[src/design/qob_pkg.sv]
// ============================================================================
// qob_pkg: shared types and constants for the quadrature oscillator bank
// Request and result structs, sequencer codes, fixed-point limits, saturation.
// ============================================================================
package qob_pkg;

  localparam int MAX_PARTIALS_DEF = 64;

  // Shared multiplier: 27 x 27 signed covers every operand pair
  localparam int OP_W   = 27;
  localparam int PROD_W = 2 * OP_W;
  localparam int E_W    = 26;   // effective step, unsigned Q3.23
  localparam int SAMP_W = 26;   // scaled sample, signed Q3.22
  localparam int ACC_W  = 40;
  localparam int SUM_W  = 32;

  localparam logic CMD_PROC = 1'b0;
  localparam logic CMD_LOAD = 1'b1;

  localparam logic [23:0]        SMOOTH_RST = 24'd16777;
  localparam logic signed [23:0] COS_RST    = 24'sh400000;

  localparam logic signed [PROD_W-1:0] HALF_22 = PROD_W'(1) << 21;
  localparam logic signed [PROD_W-1:0] HALF_23 = PROD_W'(1) << 22;
  localparam logic signed [PROD_W-1:0] HALF_24 = PROD_W'(1) << 23;
  localparam logic signed [PROD_W-1:0] AMP_MAX = PROD_W'(24'hFFFFFF);

  typedef struct packed {
    logic               cmd;
    logic [5:0]         partial;
    logic [23:0]        step_size;
    logic [23:0]        detune;
    logic [23:0]        target_amp;
    logic [23:0]        alias_gain;
    logic [23:0]        pan_left;
    logic [23:0]        pan_right;
    logic               last_partial;
    logic signed [23:0] init_sine;
    logic signed [23:0] init_cosine;
    logic [23:0]        init_amp;
  } in_item_t;

  typedef struct packed {
    logic signed [31:0] sum_left;
    logic signed [31:0] sum_right;
  } out_item_t;

  typedef struct packed {
    logic signed [23:0] sine;
    logic signed [23:0] cosine;
    logic [23:0]        amp;
  } osc_t;

  localparam osc_t OSC_RST = '{sine: 24'sd0, cosine: COS_RST, amp: 24'd0};

  typedef enum logic [3:0] {
    ST_IDLE, ST_TGT, ST_STEP, ST_SMOOTH, ST_SIN, ST_SAMP,
    ST_COS, ST_PANL, ST_PANR, ST_DONE, ST_EMIT
  } state_t;

  typedef enum logic [3:0] {
    MUL_NONE, MUL_TGT, MUL_STEP, MUL_SMOOTH, MUL_SIN,
    MUL_SAMP, MUL_COS, MUL_PANL, MUL_PANR
  } mul_op_t;

  typedef enum logic [3:0] {
    POST_NONE, POST_TGT, POST_STEP, POST_SMOOTH, POST_SIN,
    POST_SAMP, POST_COS, POST_PANL, POST_PANR
  } post_op_t;

  typedef struct packed {
    logic     busy;
    mul_op_t  mul_op;
    post_op_t post_op;
    logic     capture;
    logic     wr_back;
    logic     emit;
  } ctl_t;

  function automatic logic signed [23:0] sat24(input logic signed [29:0] v);
    if (v > 30'sd8388607) begin
      return 24'sh7FFFFF;
    end else if (v < -30'sd8388608) begin
      return 24'sh800000;
    end
    return v[23:0];
  endfunction

  function automatic logic signed [ACC_W-1:0] sat40(input logic signed [ACC_W:0] v);
    if (v > 41'sd549755813887) begin
      return 40'sh7F_FFFF_FFFF;
    end else if (v < -41'sd549755813888) begin
      return 40'sh80_0000_0000;
    end
    return v[ACC_W-1:0];
  endfunction

  function automatic logic signed [SUM_W-1:0] sat32(input logic signed [ACC_W-1:0] v);
    if (v > 40'sd2147483647) begin
      return 32'sh7FFF_FFFF;
    end else if (v < -40'sd2147483648) begin
      return 32'sh8000_0000;
    end
    return v[SUM_W-1:0];
  endfunction

endpackage

[src/design/qob_mul.sv]
// ============================================================================
// qob_mul: shared signed multiplier
// One 27 x 27 signed product per cycle, registered at the output.
// ============================================================================
module qob_mul (
  input  logic                                clk,
  input  logic signed [qob_pkg::OP_W-1:0]     op_a,
  input  logic signed [qob_pkg::OP_W-1:0]     op_b,
  output logic signed [qob_pkg::PROD_W-1:0]   prod_r
);
  import qob_pkg::*;

  logic signed [PROD_W-1:0] prod_nxt;

  assign prod_nxt = op_a * op_b;

  always_ff @(posedge clk) begin
    prod_r <= prod_nxt;
  end

endmodule

[config.mk]
export PLATFORM = sky130hd
export DESIGN_NAME = qob_mul
export DESIGN_NICKNAME = d
export VERILOG_FILES = /design/src/design/qob_pkg.sv /design/src/design/qob_mul.sv
export SDC_FILE = /design/constraint.sdc
export NUM_CORES = 2
export LEC_CHECK = 0
export ABC_CLOCK_PERIOD_IN_PS = 14550
export BUFFER_PORTS_ARGS = -buffer_cell sky130_fd_sc_hd__buf_2
export CAP_MARGIN = 20
export CORE_MARGIN = 2
export CORE_UTILIZATION = 55
export CTS_CLUSTER_SIZE = 20
export DETAILED_ROUTE_END_ITERATION = 10
export HOLD_SLACK_MARGIN = 0.06
export PLACE_DENSITY = 0.84
export SETUP_SLACK_MARGIN = 0.4
export SYNTH_ARGS = -nofsm -noshare
export SYNTH_HDL_FRONTEND = slang
export SYNTH_SLANG_ARGS = --single-unit
[constraint.sdc]
create_clock -name clk -period 14.55 [get_ports clk]
set_input_delay 3.6375 -clock clk [delete_from_list [all_inputs] [get_ports clk]]
set_output_delay 3.6375 -clock clk [all_outputs]
set_load 0.02 [all_outputs]
# == After elaboration in Yosys (flattened, before gate mapping) ==
# Cells that the tools add are included.
# W data, S select, Z words.
# classes
mul,1
# ops
op,count
$mul A27 B27 Y54,1
# totals
regBits,54
in_bits,55
elab_cells,2

# == Depth between registers and ports, before layout ==
# logic_depth
word_depth,1
mapped_depth,28
depth_no_buf,25

# == Worst setup path before layout ==
# No wires, ideal clock.
# synth_timing
path_type,input -> register
from,input port op_b[7] in the netlist's numbering
to,register prod_r[40] in the netlist's numbering
setup_time_ns,0.123
arrival_time_ns,10.028
required_ns,14.427
slack_ns,4.399
stages,25
cell_sequence,clkbuf_1 > clkbuf_1 > nand2_1 > fa_1 > inv_1 > fa_1 > inv_1 > fa_1 > fa_1 > inv_1 > fa_1 > fa_1 > inv_1 > fa_1 > inv_1 > ha_1 > or2_2 > a21o_2 > o41a_1 > or3b_1 > o22ai_2 > o21ai_0 > a31oi_1 > o21bai_1 > xor2_1
# synth_between
elab_chain_cells,1
# synth_lines
element,line,rtl
from (decl),qob_mul.sv:8,"input logic signed [qob_pkg::OP_W-1:0] op_b,"
$mul A27 B27 Y54,qob_mul.sv:15,assign prod_nxt = op_a * op_b;
via prod_nxt[40],qob_mul.sv:13,logic signed [PROD_W-1:0] prod_nxt;
to (signal assigned),qob_mul.sv:18,prod_r <= prod_nxt;
to (decl),qob_mul.sv:9,output logic signed [qob_pkg::PROD_W-1:0] prod_r
# The timed path passes the listed nets, and every way through them passes these cells.

# == Final worst setup path ==
# layout_timing
from,input port op_a[14] in the netlist's numbering
to,register prod_r[53] in the netlist's numbering
# layout_between
elab_chain_cells,1
# layout_lines
element,line,rtl
from (decl),qob_mul.sv:7,"input logic signed [qob_pkg::OP_W-1:0] op_a,"
$mul A27 B27 Y54,qob_mul.sv:15,
via prod_nxt[53],qob_mul.sv:13,
# The timed path passes the listed nets, and every way through them passes these cells.

==> metrics.yaml <==
endpoint_kind: "flop"
grt-ovfl-total: 0
io_buffers: 108
ys_warn_count: 0
slew_viol_final: 0
grt_pass1_wl_um: 112000
fmax_mhz: 91.4
slowest_delay_ns: 0.85
synth_seq_cells: 54
post_cts_resized: 0
synth_area_leader_cell: "fa_1"
max_slew.worst_pin.slew_ns: 0.973
max_flop_register: "prod_r"
core_area_mm2: 0.0490
period_minus_slack_ns: 10.94
grt_usage: 0.282
seq_area_frac_synth: 0.0396
synthAdderAreaFrac: 0.630
postSynthAreaPerCell_um2: 9.22
drv_cap: 0
hold_buffers: 0
synth_nets: 3936
synthXorXnorAreaFrac: 0.0183
clock_sinks: 54
cts_buffers: 5
hold_viol: 0
fillers: 4011
die_area_mm2: 0.0515
worst-setup-path-type: "input pin to flop"
drc_errors: 0
reg.largest.list: "prod_r: 54 flops"
seqCellArea_mm2: 0.00108
io-pin-count: 109
crit_arrival_ns: 11.20
synth_edf_count: 0
synth_top_area_share: 0.558
finalSetupViolCount: 0
start_util: 0.558
finalWeightedCongestion: 0.916
grt_max_degree: 28
dr.pass1.iters: 6
netlist_top_cells_area: "fa_1 56%, inv_1 11%, ha_1 7.2%"
yosysUniqueCellTypes: 49
fin_crit_sh: 0.752
hold_class: "input pin to flop"
drt-total-wl_um: 66700
cp-endpoint: "prod_r[53]$_DFF_P_"
synth_mux_area_frac: 0
vias: 19500
final_layout_size_suffix_gt1_frac: 0.0442
synth-simple-area-share: 0.146
crit_chain: "buf_2 -> nand2_1 -> fa_1 -> inv_1 -> fa_1 -> fa_1 -> ha_1 -> inv_1 -> fa_1 -> inv_1 -> fa_1 -> inv_1 -> fa_1 -> inv_1 -> ha_1 -> a21oi_1 -> nor2_1 -> o41ai_1 -> a21oi_1 -> o31ai_4 -> o211ai_1 -> a21oi_1 -> nor2_1 -> a211oi_1"
die-width_um: 227
rsz0062_at_grt: "false"
synth_top_flop_cell: "dfxtp_1"
cts_htree_levels: 2
worstPathMaxFanout: 27
synth_top_family_by_area: "adder cells"
clock-root-buffer: "clkbuf_16"
post_drt_wl_per_cell_um: 18.5
status: "finished clean"
async_reset_ff_frac: 0
postCtsSetupBuffers: 0
die_y_um: 227
core.rowCount: 81
crit_path_start_kind: "input pin"
dp_hpwl_um: 54000
fin_area_mm2: 0.0283
netlist_instances: 2962
tritoncts: "yes"
cpMostUsedCell: "fa_1"
finalSetupTns_ns: 0
placed_area_mm2: 0.0282
syn_area_mm2: 0.0273
clkTransAtPathRegs_ns: 0.09
synth_compound_area_frac: 0.0340
viasPerCell: 5.41
drt_iter0_drc: 1458
startpoint: "op_a[14]"
multi_input_area_mm2: 0.0226
antenna_found_initial: 7
largest_reg_flops: 54
grt_pass1_vias: 22200
nets: 3913
final_common_cell: "inv_1"
maxSlewHeadroom: 0.343
critical_path_required_ns: 14.81
clock_path_buffers: 2
cpMaxStageDelayCell: "o41ai_1"
final_cell_mix: "820 x inv_1, 761 x fa_1, 433 x nand2_1, 301 x and2_1, 158 x ha_1"
antenna_left: 0
syn2layout_area_growth_pct: 3.72
==> how the worst min path moves through the flow <==
| stage | startpoint | to | cells after the start |
|---|---|---|---|
| after floorplan | op_a[0] | prod_r[3]$_DFF_P_ | 2 |
| after global placement | prod_r[14]$_DFF_P_ | prod_r[14] | 1 |
| after detailed placement | prod_r[33]$_DFF_P_ | prod_r[33] | 1 |
| after CTS | op_a[0] | prod_r[0]$_DFF_P_ | 2 |
| after global routing | op_b[0] | prod_r[0]$_DFF_P_ | 2 |
| final | op_b[0] | prod_r[0]$_DFF_P_ | 2 |
==> through the flow <==
step | std cells | util | worst slack (ns) | hold slack (ns)
finish | 3605 | 0.579 | 3.61 | 3.84
global route | 3605 | 0.579 | 3.35 | 3.86
CTS | 3604 | 0.579 | 3.68 | 3.84
detailed placement | 3596 | 0.576 | 3.33 | 4.05
global placement | 3596 | 0.576 | 3.43 | 4.05
floorplan | 2962 | - | 4.40 | 3.89
==> routing by layer <==
metal	routed length [µm]	part of all wire	up-vias	global-route usage
li1	-	-	8291	-
met4	3680	0.055	6	0.148
met5	31	0.00046	-	0
met3	5150	0.077	247	0.0516
met1	24200	0.36	10000	0.344
met2	33600	0.50	950	0.480
==> kinds of logic (layout without fill, tap and decap cells) <==
| family | Yosys count | count (layout) |
|---|---|---|
| flip-flops | 54 | 54 |
| AO/OA/AOI/OAI | 139 | 139 |
| adder cells (fa/ha/maj) | 919 | 919 |
| buffers and inverters | 960 | 938 |
| AND/OR/NAND/NOR | 833 | 833 |
| other | 0 | 1 |
| XOR/XNOR | 57 | 57 |
==> critical path: cells and delay by family <==
kind	cells	cell delay (ns)
AOI/OAI and AO/OA	7	2.80
and+or+nand+nor	3	0.34
adders and majority gates	8	3.64
buffers and inverters	6	0.75
==> layout make-up <==
cell class / count / area share
diodes: 1 / 0.0000883
well taps: 664 / 0.0293
clock buffers: 5 / 0.00442
multi-input cells: 1948 / 0.799
repair buffers: 110 / 0.0196
clock inverters: 3 / 0.00102
flip-flops and latches: 54 / 0.0381
inverters: 820 / 0.109
==> cells in the mapped netlist (13+ instances only) <==
master / n
o21ai_0: 20
inv_1: 820
and2_1: 301
a21o_1: 16
nand2_1: 433
xor2_1: 13
nor2_1: 45
ha_1: 158
dfxtp_1: 54
fa_1: 761
clkbuf_1: 138
nand3_1: 13
a21oi_1: 44
xnor2_1: 44
Power is left out: the tool's default activity adds up to more than one toggle a clock period on the data nets, which glitch-free logic cannot reach.
