<file path="src/design/qob_pkg.sv">
// ============================================================================
// qob_pkg: shared types and constants for the quadrature oscillator bank
// Request and result structs, sequencer codes, fixed-point limits, saturation.
// ============================================================================
package qob_pkg;

  localparam int MAX_PARTIALS_DEF = 64;

  // Shared multiplier: 27 x 27 signed covers every operand pair
  localparam int OP_W   = 27;
  localparam int PROD_W = 2 * OP_W;
  localparam int E_W    = 26;   // effective step, unsigned Q3.23
  localparam int SAMP_W = 26;   // scaled sample, signed Q3.22
  localparam int ACC_W  = 40;
  localparam int SUM_W  = 32;

  localparam logic CMD_PROC = 1'b0;
  localparam logic CMD_LOAD = 1'b1;

  localparam logic [23:0]        SMOOTH_RST = 24'd16777;
  localparam logic signed [23:0] COS_RST    = 24'sh400000;

  localparam logic signed [PROD_W-1:0] HALF_22 = PROD_W'(1) << 21;
  localparam logic signed [PROD_W-1:0] HALF_23 = PROD_W'(1) << 22;
  localparam logic signed [PROD_W-1:0] HALF_24 = PROD_W'(1) << 23;
  localparam logic signed [PROD_W-1:0] AMP_MAX = PROD_W'(24'hFFFFFF);

  typedef struct packed {
    logic               cmd;
    logic [5:0]         partial;
    logic [23:0]        step_size;
    logic [23:0]        detune;
    logic [23:0]        target_amp;
    logic [23:0]        alias_gain;
    logic [23:0]        pan_left;
    logic [23:0]        pan_right;
    logic               last_partial;
    logic signed [23:0] init_sine;
    logic signed [23:0] init_cosine;
    logic [23:0]        init_amp;
  } in_item_t;

  typedef struct packed {
    logic signed [31:0] sum_left;
    logic signed [31:0] sum_right;
  } out_item_t;

  typedef struct packed {
    logic signed [23:0] sine;
    logic signed [23:0] cosine;
    logic [23:0]        amp;
  } osc_t;

  localparam osc_t OSC_RST = '{sine: 24'sd0, cosine: COS_RST, amp: 24'd0};

  typedef enum logic [3:0] {
    ST_IDLE, ST_TGT, ST_STEP, ST_SMOOTH, ST_SIN, ST_SAMP,
    ST_COS, ST_PANL, ST_PANR, ST_DONE, ST_EMIT
  } state_t;

  typedef enum logic [3:0] {
    MUL_NONE, MUL_TGT, MUL_STEP, MUL_SMOOTH, MUL_SIN,
    MUL_SAMP, MUL_COS, MUL_PANL, MUL_PANR
  } mul_op_t;

  typedef enum logic [3:0] {
    POST_NONE, POST_TGT, POST_STEP, POST_SMOOTH, POST_SIN,
    POST_SAMP, POST_COS, POST_PANL, POST_PANR
  } post_op_t;

  typedef struct packed {
    logic     busy;
    mul_op_t  mul_op;
    post_op_t post_op;
    logic     capture;
    logic     wr_back;
    logic     emit;
  } ctl_t;

  function automatic logic signed [23:0] sat24(input logic signed [29:0] v);
    if (v > 30'sd8388607) begin
      return 24'sh7FFFFF;
    end else if (v < -30'sd8388608) begin
      return 24'sh800000;
    end
    return v[23:0];
  endfunction

  function automatic logic signed [ACC_W-1:0] sat40(input logic signed [ACC_W:0] v);
    if (v > 41'sd549755813887) begin
      return 40'sh7F_FFFF_FFFF;
    end else if (v < -41'sd549755813888) begin
      return 40'sh80_0000_0000;
    end
    return v[ACC_W-1:0];
  endfunction

  function automatic logic signed [SUM_W-1:0] sat32(input logic signed [ACC_W-1:0] v);
    if (v > 40'sd2147483647) begin
      return 32'sh7FFF_FFFF;
    end else if (v < -40'sd2147483648) begin
      return 32'sh8000_0000;
    end
    return v[SUM_W-1:0];
  endfunction

endpackage

</file>
<file path="src/design/qob_store.sv">
// ============================================================================
// qob_store: oscillator state memory
// Sine, cosine and amplitude per partial; one write and one registered read
// port. Entries never written read back as the reset oscillator.
// ============================================================================
module qob_store #(
  parameter int DEPTH = qob_pkg::MAX_PARTIALS_DEF,
  parameter int IDX_W = 6
) (
  input  logic              clk,
  input  logic              rst_n,
  input  logic              rd_en,
  input  logic [IDX_W-1:0]  rd_addr,
  input  logic              wr_en,
  input  logic [IDX_W-1:0]  wr_addr,
  input  qob_pkg::osc_t     wr_data,
  output qob_pkg::osc_t     rd_data
);
  import qob_pkg::*;

  osc_t             mem_r [DEPTH];
  osc_t             rd_q_r;
  logic [DEPTH-1:0] valid_r;
  logic             rd_vld_r;

  always_ff @(posedge clk) begin
    if (wr_en) begin
      mem_r[wr_addr] <= wr_data;
    end
    if (rd_en) begin
      rd_q_r <= mem_r[rd_addr];
    end
  end

  // mark written entries
  always_ff @(posedge clk) begin
    if (!rst_n) begin
      valid_r  <= '0;
      rd_vld_r <= 1'b0;
    end else begin
      if (wr_en) begin
        valid_r[wr_addr] <= 1'b1;
      end
      if (rd_en) begin
        rd_vld_r <= valid_r[rd_addr];
      end
    end
  end

  assign rd_data = rd_vld_r ? rd_q_r : OSC_RST;

endmodule

</file>
<file path="config.mk">
export PLATFORM = sky130hd
export DESIGN_NAME = qob_store
export DESIGN_NICKNAME = d
export VERILOG_FILES = /design/src/design/qob_pkg.sv /design/src/design/qob_store.sv
export SDC_FILE = /design/constraint.sdc
export NUM_CORES = 2
export LEC_CHECK = 0
export BUFFER_PORTS_ARGS = -buffer_cell sky130_fd_sc_hd__buf_4
export CAP_MARGIN = 25
export CORE_MARGIN = 5
export CORE_UTILIZATION = 45
export CTS_CLUSTER_DIAMETER = 100
export DETAILED_ROUTE_END_ITERATION = 8
export PLACE_DENSITY = 0.68
export SLEW_MARGIN = 25
export SYNTH_ARGS = -nofsm -noshare
export SYNTH_HDL_FRONTEND = slang
export SYNTH_MEMORY_MAX_BITS = 65536
export SYNTH_SLANG_ARGS = --single-unit
</file>
<file path="constraint.sdc">
create_clock -name clk -period 17 [get_ports clk]
set_input_delay 3.4 -clock clk [delete_from_list [all_inputs] [get_ports clk]]
set_output_delay 3.4 -clock clk [all_outputs]
set_load 0.02 [all_outputs]
</file>
# After elaboration in Yosys (flattened, before gate mapping)

Memory sizes are Yosys's and may differ from the RTL's. A register that Yosys moved wholly into a read port is not among the register bits.
Cells that the tools add are included.

Magnitude comparators: 3
Multiplexer cells: 7
Bitwise logic cells: 1
Reduce and logical (&&, ||, !) cells: 1

Operators by type and width:

| kind                                                                   | number |
|---|---|
| 72-bit 2-to-1 mux                                                      | 1 |
| 64-bit OR                                                              | 1 |
| 6-bit by 7-bit < comparator with 1-bit output (second input constant)  | 2 |
| 1-bit binary-select mux with 6-bit select                              | 1 |
| 1-bit demux with 6-bit select                                          | 1 |
| 6-bit by 1-bit >= comparator with 1-bit output (second input constant) | 1 |
| 1-bit 2-to-1 mux                                                       | 4 |
| 1-bit logical AND                                                      | 1 |

Flip-flop bits (word level): 65
RAM bits: 4608
Output and inout bits: 72
Logic and storage cells: 15
Memories kept: 1

Memories:

| memory | words | bits a word | read ports | clocked after memory_dff | write ports | RTL line        | RTL |
|---|---|---|---|---|---|---|---|
| mem_r  | 64    | 72          | 1          | 1                        | 1           | qob_store.sv:21 | `osc_t mem_r [DEPTH];` |

# Logic depth before layout (Yosys ltp)

Depth after elaboration: 5
Gate-level depth with buffers: 9
Gate-level depth less buffers: 5

# Least setup slack after synthesis

OpenSTA, ideal clock, no wires.

Path kind: input to register
From: input wr_en
To: memory mem_r[40][0] (netlist name) (enable)
Setup time: 0.593 ns
Data arrival time: 8.816 ns
Required time: 16.407 ns
Slack: 7.591 ns
Stages on the path: 3
Path buffers: 0
Cell sequence: nor2b_1 -> nand3_1 -> nor3_1

Word-level cells in the longest chain between the ends: 2

RTL lines:

| item                                   | RTL line        | RTL |
|---|---|---|
| start: declaration                     | qob_store.sv:14 | `input logic wr_en,` |
| 1-bit 2-to-1 mux                       | qob_store.sv:27 | `if (wr_en) begin` |
| 1-bit 2-to-1 mux (implied by the code) | qob_store.sv:28 | `mem_r[wr_addr] <= wr_data;` |
| end: declaration                       | qob_store.sv:21 |  |

Every way passes these cells.

==> results.cfg <==
[status]
status = completed

[detailed_routing]
dr_total_vias = 83800
dr.pass1.iters = 5
drc = 0
post_drt_wl_per_cell_um = 37.5
drtAntennaViolNets = 0
wl_um = 489000
dr.first_iter.drc_count = 11700
via_per_inst = 6.43

[sta]
layout_min_cycle_time_ns = 7.45
fmax_mhz = 134
fin_crit_sh_pct = 43.8
setup_slack_ns = 9.55
finalHoldViolations = 0
setup_viol = 0
worst_pin_slew_ns = 1.17
slew_violations = 0
tns_ns = 0
skew_ns = 0.0752
rsz0062_at_grt = no
maxSlewHeadroom_pct = 21.8

[synth]
synth_cells = 6899
synth_area_leaders = edfxtp_1, mux4_2, dfxtp_1
ys_types = 31
synthTopCellsByCount = edfxtp_1, mux4_2, clkbuf_1
syn_area_per_cell_um2 = 26.0
yosysWarningCount = 0
synthArstFlopShare_pct = 0
yosys.area.top_type = edfxtp_1
synth_top_cell_area_share_pct = 78.4
ys_seq_area_share_pct = 79.1
synth_edf_count = 4680
synth_nets = 6987
synth_ff_type = edfxtp_1
syn-cell-area_um2 = 179000
synth-seq-cells = 4745
yosys.cell_count.top_type = edfxtp_1

[pwr]
leakage_nw = 62.4
p_per_area_nw_per_um2 = 119
irDropWorstVdd_v = 0.000124

[floorplan]
chipHeight_um = 641
die_w_um = 641
core_um2 = 396000
die_area_um2 = 411000
start_util_pct = 45.2
ios = 160
rows = 231

[place]
numPortBuffers = 159
hpwl_um = 246000
gp_congestion = 0.771
place_ws_ns = 8.43

[cts]
cts-root-buf = clkbuf_16
cts_buffer_depth = 4
cts_hold_buffers = 0
cts_buffers = 455
clock-sinks = 4745
cts_tree = done
htree_levels = 5
clock_latency_ns = 1.02
clkTransAtPathRegs_ns = 0.06
post-cts-setup-buffer-count = 0
cts_resized = 0

[setup_path]
crit_path_start_kind = input pin
crit_type = input pin to flip-flop
critical_path.slowest_cell = buf_4
critPathMostFrequentCell = mux4_2
cp.arrival_ns = 8.18
worst-path-max-fanout = 103
required_ns = 17.74
max_stage_delay_ns = 0.82
crit_path_cell_trace = buf_16 > buf_4 > buf_12 > buf_4 > mux4_2 > mux4_2 > mux4_2
endpoint_kind = flip-flop
reg2regPathDepth = 3

[global_route]
grt.overflow.total = 0
grt_antenna_before_repair = 42
grt_max_degree = 147
grt_pass1_wl_um = 675000
grt.total_usage_pct = 23.6
grt_pass1_vias = 83300

[flow_run]
drv_cap = 0

[min_path]
hold_path.class = flip-flop to flip-flop
holdPathStages = 1

[final_layout]
synthToLayoutAreaGrowth_pct = 13.3
fin_nets = 7476
drive_gt1_share_pct = 33.8
[registers in the layout (all words and copies together), names as in the netlist]
signal    flops
mem_r      4608
rd_q_r       72
rd_vld_r      1
valid_r      64
[final timing paths]
kind | start | to | slack [ns]
setup / recovery | rd_addr[0] | rd_q_r[27] | 9.55
hold / removal | valid_r[23] | valid_r[23] | 0.46
setup reg to reg | mem_r[60][67] | rd_q_r[67] | 14.72
hold reg to reg | valid_r[23] | valid_r[23] | 0.46
[kinds of logic (layout without fill, tap and decap cells)]
kind of cell / Yosys count / count (layout) / synth area share (%)
flops: 4745 / 4745 / 79.1
mux: 1532 / 1532 / 19.2
buf+inv: 364 / 1232 / 0.823
simple gates: 180 / 180 / 0.528
compound gates: 78 / 78 / 0.325
other cells: 0 / 25 / 0
[layout make-up]
| type | instances | area [um^2] |
|---|---|---|
| Antenna cell | 25 | 62.6 |
| Clock buffer | 548 | 11800 |
| Clock inverter | 288 | 2940 |
| Fill cell | 29600 | 193000 |
| Multi-Input combinational cell | 1790 | 36400 |
| Sequential cell | 4745 | 142000 |
| Tap cell | 5242 | 6560 |
| Timing Repair Buffer | 396 | 3380 |
[placed cells by master (no fill, tap or decap), types with 6 or more instances in the layout]
master and n:
clkinv_1 109, clkinv_2 85, o21a_1 64, nand2b_1 8, clkbuf_1 87, nand3_1 10
clkinv_16 8, buf_12 13, clkbuf_16 457, buf_6 12, buf_16 8, clkinvlp_4 14
buf_4 358, diode_2 25, nor2b_1 7, edfxtp_1 4680, mux2i_1 6, mux4_2 1524
inv_6 12, and2_1 71, dfxtp_1 64, bufinv_16 50, nor2_4 60
[layer usage]
layer / vias up / GRT usage (%) / wire length [um]
met3: 1047 / 5.47 / 57700
met1: 45800 / 32.5 / 176000
met4: 14 / 8.23 / 19500
li1: 31300 / - / -
met5: - / 0 / 72
met2: 5610 / 37.6 / 236000
[report_power, final]
part	switching, mW	internal, mW	total (mW)
sequential	0.0394	13.0	13.0
clock	4.33	5.71	10.0
combinational	0.581	0.453	1.03
total	4.96	19.1	24.1
[worst max-delay path, delay by kind of cell]
kind / cells / cell delay (ns)
buffers and inverters: 4 / 2.69
multiplexers: 3 / 1.61
[per-stage QoR]
| stage | utilization (%) | cells | total power [mW] | area, um^2 | hold WS (ns) |
|---|---|---|---|---|---|
| after floorplan | - | 6899 | 13.9 | 179000 | 0.435 |
| after global placement | 47.4 | 12200 | 14.3 | 188000 | 0.441 |
| after detailed placement | 47.4 | 12200 | 14.3 | 188000 | 0.452 |
| after CTS | 51.2 | 13000 | 24.2 | 203000 | 0.466 |
| after global routing | 51.2 | 13000 | 24.8 | 203000 | 0.485 |
| final | 51.2 | 13000 | 24.1 | 203000 | 0.463 |
Note: power is estimated with default switching activity, not from simulation.
