--- config.mk ---
export PLATFORM = sky130hd
export DESIGN_NAME = qob_ctrl
export DESIGN_NICKNAME = d
export VERILOG_FILES = /design/src/design/qob_pkg.sv /design/src/design/qob_ctrl.sv
export SDC_FILE = /design/constraint.sdc
export NUM_CORES = 1
export LEC_CHECK = 0
export ABC_CLOCK_PERIOD_IN_PS = 1570
export BUFFER_PORTS_ARGS = -buffer_cell sky130_fd_sc_hd__buf_2
export CAP_MARGIN = 20
export CORE_AREA = 2 2 39 41
export CTS_CLUSTER_DIAMETER = 80
export DETAILED_ROUTE_END_ITERATION = 8
export DIE_AREA = 0 0 41 43
export PLACE_DENSITY = 0.68
export SYNTH_ARGS = -nofsm -noshare
export SYNTH_HDL_FRONTEND = slang
export SYNTH_SLANG_ARGS = --single-unit
--- constraint.sdc ---
create_clock -name clk -period 1.57 [get_ports clk]
set_input_delay 0.2355 -clock clk [delete_from_list [all_inputs] [get_ports clk]]
set_output_delay 0.2355 -clock clk [all_outputs]
set_load 0.1 [all_outputs]
--- src/design/qob_pkg.sv ---
// ============================================================================
// qob_pkg: shared types and constants for the quadrature oscillator bank
// Request and result structs, sequencer codes, fixed-point limits, saturation.
// ============================================================================
package qob_pkg;

  localparam int MAX_PARTIALS_DEF = 64;

  // Shared multiplier: 27 x 27 signed covers every operand pair
  localparam int OP_W   = 27;
  localparam int PROD_W = 2 * OP_W;
  localparam int E_W    = 26;   // effective step, unsigned Q3.23
  localparam int SAMP_W = 26;   // scaled sample, signed Q3.22
  localparam int ACC_W  = 40;
  localparam int SUM_W  = 32;

  localparam logic CMD_PROC = 1'b0;
  localparam logic CMD_LOAD = 1'b1;

  localparam logic [23:0]        SMOOTH_RST = 24'd16777;
  localparam logic signed [23:0] COS_RST    = 24'sh400000;

  localparam logic signed [PROD_W-1:0] HALF_22 = PROD_W'(1) << 21;
  localparam logic signed [PROD_W-1:0] HALF_23 = PROD_W'(1) << 22;
  localparam logic signed [PROD_W-1:0] HALF_24 = PROD_W'(1) << 23;
  localparam logic signed [PROD_W-1:0] AMP_MAX = PROD_W'(24'hFFFFFF);

  typedef struct packed {
    logic               cmd;
    logic [5:0]         partial;
    logic [23:0]        step_size;
    logic [23:0]        detune;
    logic [23:0]        target_amp;
    logic [23:0]        alias_gain;
    logic [23:0]        pan_left;
    logic [23:0]        pan_right;
    logic               last_partial;
    logic signed [23:0] init_sine;
    logic signed [23:0] init_cosine;
    logic [23:0]        init_amp;
  } in_item_t;

  typedef struct packed {
    logic signed [31:0] sum_left;
    logic signed [31:0] sum_right;
  } out_item_t;

  typedef struct packed {
    logic signed [23:0] sine;
    logic signed [23:0] cosine;
    logic [23:0]        amp;
  } osc_t;

  localparam osc_t OSC_RST = '{sine: 24'sd0, cosine: COS_RST, amp: 24'd0};

  typedef enum logic [3:0] {
    ST_IDLE, ST_TGT, ST_STEP, ST_SMOOTH, ST_SIN, ST_SAMP,
    ST_COS, ST_PANL, ST_PANR, ST_DONE, ST_EMIT
  } state_t;

  typedef enum logic [3:0] {
    MUL_NONE, MUL_TGT, MUL_STEP, MUL_SMOOTH, MUL_SIN,
    MUL_SAMP, MUL_COS, MUL_PANL, MUL_PANR
  } mul_op_t;

  typedef enum logic [3:0] {
    POST_NONE, POST_TGT, POST_STEP, POST_SMOOTH, POST_SIN,
    POST_SAMP, POST_COS, POST_PANL, POST_PANR
  } post_op_t;

  typedef struct packed {
    logic     busy;
    mul_op_t  mul_op;
    post_op_t post_op;
    logic     capture;
    logic     wr_back;
    logic     emit;
  } ctl_t;

  function automatic logic signed [23:0] sat24(input logic signed [29:0] v);
    if (v > 30'sd8388607) begin
      return 24'sh7FFFFF;
    end else if (v < -30'sd8388608) begin
      return 24'sh800000;
    end
    return v[23:0];
  endfunction

  function automatic logic signed [ACC_W-1:0] sat40(input logic signed [ACC_W:0] v);
    if (v > 41'sd549755813887) begin
      return 40'sh7F_FFFF_FFFF;
    end else if (v < -41'sd549755813888) begin
      return 40'sh80_0000_0000;
    end
    return v[ACC_W-1:0];
  endfunction

  function automatic logic signed [SUM_W-1:0] sat32(input logic signed [ACC_W-1:0] v);
    if (v > 40'sd2147483647) begin
      return 32'sh7FFF_FFFF;
    end else if (v < -40'sd2147483648) begin
      return 32'sh8000_0000;
    end
    return v[SUM_W-1:0];
  endfunction

endpackage

--- src/design/qob_ctrl.sv ---
// ============================================================================
// qob_ctrl: partial sequencer
// Steps the shared multiplier through the eight products of one partial and
// schedules write-back and frame output.
// ============================================================================
module qob_ctrl (
  input  logic          clk,
  input  logic          rst_n,
  input  logic          in_valid,
  input  logic          in_cmd,
  input  logic          in_last,
  input  logic          in_range,
  input  logic          item_last,
  input  logic          out_valid,
  input  logic          out_stall,
  output qob_pkg::ctl_t ctl
);
  import qob_pkg::*;

  state_t state_r;
  state_t state_nxt;
  logic   out_free;

  assign out_free = !out_valid || !out_stall;

  always_ff @(posedge clk) begin
    if (!rst_n) begin
      state_r <= ST_IDLE;
    end else begin
      state_r <= state_nxt;
    end
  end

  always_comb begin
    state_nxt = state_r;
    unique case (state_r)
      ST_IDLE: begin
        if (in_valid && in_cmd == CMD_PROC) begin
          if (in_range) begin
            state_nxt = ST_TGT;
          end else if (in_last) begin
            state_nxt = ST_EMIT;
          end
        end
      end
      ST_TGT:    state_nxt = ST_STEP;
      ST_STEP:   state_nxt = ST_SMOOTH;
      ST_SMOOTH: state_nxt = ST_SIN;
      ST_SIN:    state_nxt = ST_SAMP;
      ST_SAMP:   state_nxt = ST_COS;
      ST_COS:    state_nxt = ST_PANL;
      ST_PANL:   state_nxt = ST_PANR;
      ST_PANR:   state_nxt = ST_DONE;
      ST_DONE:   state_nxt = item_last ? ST_EMIT : ST_IDLE;
      ST_EMIT: begin
        if (out_free) begin
          state_nxt = ST_IDLE;
        end
      end
      default:   state_nxt = ST_IDLE;
    endcase
  end

  always_comb begin
    ctl.busy    = 1'b1;
    ctl.mul_op  = MUL_NONE;
    ctl.post_op = POST_NONE;
    ctl.capture = 1'b0;
    ctl.wr_back = 1'b0;
    ctl.emit    = 1'b0;
    unique case (state_r)
      ST_IDLE: begin
        ctl.busy = 1'b0;
      end
      ST_TGT: begin
        ctl.capture = 1'b1;
        ctl.mul_op  = MUL_TGT;
      end
      ST_STEP: begin
        ctl.mul_op  = MUL_STEP;
        ctl.post_op = POST_TGT;
      end
      ST_SMOOTH: begin
        ctl.mul_op  = MUL_SMOOTH;
        ctl.post_op = POST_STEP;
      end
      ST_SIN: begin
        ctl.mul_op  = MUL_SIN;
        ctl.post_op = POST_SMOOTH;
      end
      ST_SAMP: begin
        ctl.mul_op  = MUL_SAMP;
        ctl.post_op = POST_SIN;
      end
      ST_COS: begin
        ctl.mul_op  = MUL_COS;
        ctl.post_op = POST_SAMP;
      end
      ST_PANL: begin
        ctl.mul_op  = MUL_PANL;
        ctl.post_op = POST_COS;
      end
      ST_PANR: begin
        ctl.mul_op  = MUL_PANR;
        ctl.post_op = POST_PANL;
      end
      ST_DONE: begin
        ctl.post_op = POST_PANR;
        ctl.wr_back = 1'b1;
      end
      ST_EMIT: begin
        ctl.emit = out_free;
      end
      default: begin
        ctl.busy = 1'b1;
      end
    endcase
  end

endmodule

# Word-level counts from Yosys, hierarchy flattened
# Index checks and enable logic that the tools add are counted.
[totals]
ff_bits = 4
inputBits = 9
out_inout_bits = 12
word_cells = 33
[op_classes]
n_eq_ne = 13
mux = 12
n_bitwise = 1
reduce_logical = 6
[op_table]
columns = ["operator", "count"]
rows = [
  ["one-hot mux 4 bit (8 select lines)", 2],
  ["one-hot mux 4 bit (11 select lines)", 1],
  ["2-to-1 mux 4 bit", 5],
  ["== test 4 x 3 -> 1 bit (second input constant)", 4],
  ["== test 4 bit (second input constant)", 3],
  ["== test 4 x 2 -> 1 bit (second input constant)", 2],
  ["== test 4 x 1 -> 1 bit (second input constant)", 1],
  ["zero test 4 bit", 1],
  ["2-to-1 mux 1 bit", 4],
  ["!= test 2 bit (second input constant)", 2],
  ["!= test 3 bit (second input constant)", 1],
  ["AND reduction 3 bit", 1],
  ["zero test 1 bit", 2],
  ["logical AND 1 bit", 1],
  ["logical OR 1 bit", 1],
  ["inverter 1 bit", 1],
]

# Depth between registers and ports, before layout
[logic_depth]
depth_word = 4
depth_mapped = 5
mapped_depth_nobuf = 4

# Least setup slack after synthesis
# Ideal clock, no wire load.
[synth_timing]
kind = "reg-to-output"
startpoint = "register state_r[3]"
endpoint = "output ctl[4] in the netlist's numbering"
arrival_time_ns = 2.887
required_time_ns = 1.334
setup_slack_ns = -1.553
stages_incl_launch_ff = 4
n_path_buf = 1
cell_sequence = "dfxtp_1 -> buf_2 -> xnor2_1 -> o31ai_1"
[synth_lines]
columns = ["element", "line", "rtl"]
rows = [
  ["start, declared", "qob_ctrl.sv:20", "state_t state_r;"],
  ["start signal, assigned", "qob_ctrl.sv:30", "state_r <= state_nxt;"],
  ["end, declared", "qob_ctrl.sv:16", "output qob_pkg::ctl_t ctl"],
]

==> results.md <==
- Nets: around 90
- Final setup vio count: 2
- Syn Std Cell Area: between 300 and 400 um2
- Wire per inst: ~13 um
- CTS Hold Bufs: 0
- Crit end category: output port
- Met3 WL: 60 um
- Total grt overflow: 0
- Starting Density: 27.94%
- Critical-path top delay cell: dfxtp_4
- Clock latency on the worst-skew pair: approximately 0.23 ns
- Static leakage: between 0.3 and 0.4 nW
- Fin Clk Skew: between 0.003 and 0.004 ns
- Largest register FFs: 4
- Mean post-synth cell area: roughly 7.9 um2
- DRC Markers: 0
- Syn_nets: 58
- Most common cell after layout, fill and taps aside: buf_12
- Net switching power: ~960 uW
- Sequential cell area: between 90 and 100 um2
- Clock Sinks: 4
- Final Max Tran Viols: 0
- Drt first-iter violations: 2
- Worst-margin pin slew: 0.3527 ns
- CP Launch Type: flip-flop
- Multi-input logic area: 376.6 um2
- Core ar.: ~1400 um2
- Initial antenna violation count: 0
- Mapped Cells: just under 50
- Non-Filler Instances: 97
- DP Cell Count: 86
- Internal power: 812.4 uW
- CP max FO: 8
- Top reg by flops: state_r
- Max_cap viols: 0
- M1 WL: 469 um
- Top FF cell, synth: dfxtp_1
- Critical Path AT: about 1.4 ns
- Vias in the first global route: 480
- Synth Register Bits: 4
- Final hold vios: 0
- Setup TNS: -0.02975 ns
- Failing checks: negative setup slack
- Worst EP required: between 1 and 1.5 ns
- Post-layout min period: 1.594 ns
- Share of layout cells above drive strength 1: 75.31%
- Slew headroom: between 70% and 80%
- Die Ht: approximately 43 um
- Warnings from Yosys: 0
- Fillers: 112
- Maximum level of the CTS H-tree: 1
- Clock Pin Slew Worst Setup and Hold Paths: roughly 0.04 ns
- Via-per-instance ratio: roughly 5
- WL final: about 1300 um
- Comb pwr share: between 80% and 90%
- Power per cell area: a little under 2000 nW/um2
- First-pass GRT wire length: around 2000 um
- Final period util: 101.5%
- Layout area overhead: 133.7%
- Critical-path cell list: or2_4 -> nor3b_4 -> buf_4 -> buf_12
- Seq/Total Area, Yosys: just over 20%
- Synth unique cells: 29
- Net Sw Frac: between 50% and 60%
- Die area: 1763 um2
- Pin count of the biggest net entering global routing: 11
- I/O pins: 21
- Gr usage total: between 10% and 20%
- CTS root buffer: clkbuf_4
- Die outline width: approximately 40 um
- Worst path max stage delay: around 0.37 ns
- RSZ-0062 raised after global routing: yes
- Port buffer count: 20
- Clock network power share: under 10%
- Largest regs: state_r (4)
- CTS tree: built
- Worst Hold Class: input port to flip-flop
- Post-synth EDFFs: 0
- Top sig layer: met4
- FMAX: roughly 630 MHz
- Routed met2 length: ~750 um
- TritonCTS Buffers: 3
- Vias after detailed routing: between 400 and 500
- Design Power: 1.776 mW
- Post-synth ARST share: 0%
- Max VDD drop: roughly 1.1 mV
- Sequential power share: a little over a tenth
- DP HPWL: 897.3 um
- Cell row count: 14
- Fin worst setup slack: -0.02371 ns
- Commonest non-fill, non-tap cells in the layout: buf_12, buf_4, buf_2
- Post-DRT Antenna Nets: 0
- TritonRoute pass-1 iters: 2
- Clk buf depth: 2
- Critical path class: flip-flop to output port
- Outcome: finished, violations left
- Diode count: 0
- Routability cong.: 0.8018
area by class of cell:
cell class	count	share of cell area (%)
timing repair buffer	33	43.07
clock buffer	3	2.493
tap	16	2.216
multi-input combinational	41	41.69
sequential	4	10.53
through the flow:
| stage | hold WS, ns | utilization, % | worst slack, ns | instance area (um2) |
|---|---|---|---|---|
| 2_1_floorplan | 0.3599 | - | -0.5892 | 465.4 |
| 3_3_place_gp | 0.5064 | 55.52 | 0.1377 | 768.2 |
| 3_5_place_dp | 0.5193 | 55.52 | 0.08612 | 768.2 |
| 4_1_cts | 0.2914 | 61.75 | -0.04458 | 854.6 |
| 5_1_grt | 0.3010 | 65.28 | -0.1009 | 903.4 |
| 6_report | 0.3036 | 65.28 | -0.02371 | 903.4 |
routing by layer:
layer,vias up,track usage [%]
met5,-,0
met4,0,6.000
met3,2,4.712
met2,15,29.06
met1,222,19.17
li1,240,-
worst paths after layout:
path | startpoint | endpoint | slack [ns] | cells past startpoint
worst max-delay path | state_r[1] | ctl[10] | -0.02 | 4
worst min-delay path | rst_n | state_r[2] | 0.30 | 2
worst max register to register | state_r[0] | state_r[1] | 0.29 | 6
worst min register to register | state_r[3] | state_r[2] | 0.63 | 2
cell usage after synthesis, types with 2 or more instances:
cell	count	area, um2
and3_1	2	12.51
buf_4	3	22.52
dfxtp_1	4	80.08
nand2_1	5	18.77
nor2_1	5	18.77
nor2b_1	3	18.77
nor3_1	2	10.01
nor3b_1	2	15.01
nor3b_2	2	25.02
o31ai_1	2	15.01
kinds of logic (layout without fill, tap and decap cells):
family	Yosys count	after routing	share of synthesized area (%)
AOI/OAI and AO/OA	11	11	24.27
xor gates and xnor gates	2	2	4.532
buffers and inverters	4	36	7.118
DFF	4	4	20.71
and+or+nand+nor	28	28	43.37
worst max-delay path, delay by kind of cell (launching register included):
family,cells,cell delay (ns)
simple gates,2,0.45
flops,1,0.37
buf+inv,2,0.31
power groups by stage:
| stage | clock (mW) | combinational [mW] | sequential [mW] |
|---|---|---|---|
| global placement | 0 | 1.30 | 0.183 |
| finish | 0.128 | 1.46 | 0.189 |
| floorplan | 0 | 0.922 | 0.148 |
| detailed placement | 0 | 1.31 | 0.186 |
| global route | 0.146 | 1.51 | 0.194 |
| CTS | 0.130 | 1.41 | 0.177 |
what timing repair did:
action / in CTS / in global routing
pin swaps: 1 / 3
setup buffers: 7 / 1
endpoints found under the setup margin: 8 / 8
gates resized for setup: 6 / 8
No activity file was read; power rests on OpenSTA's default activity.
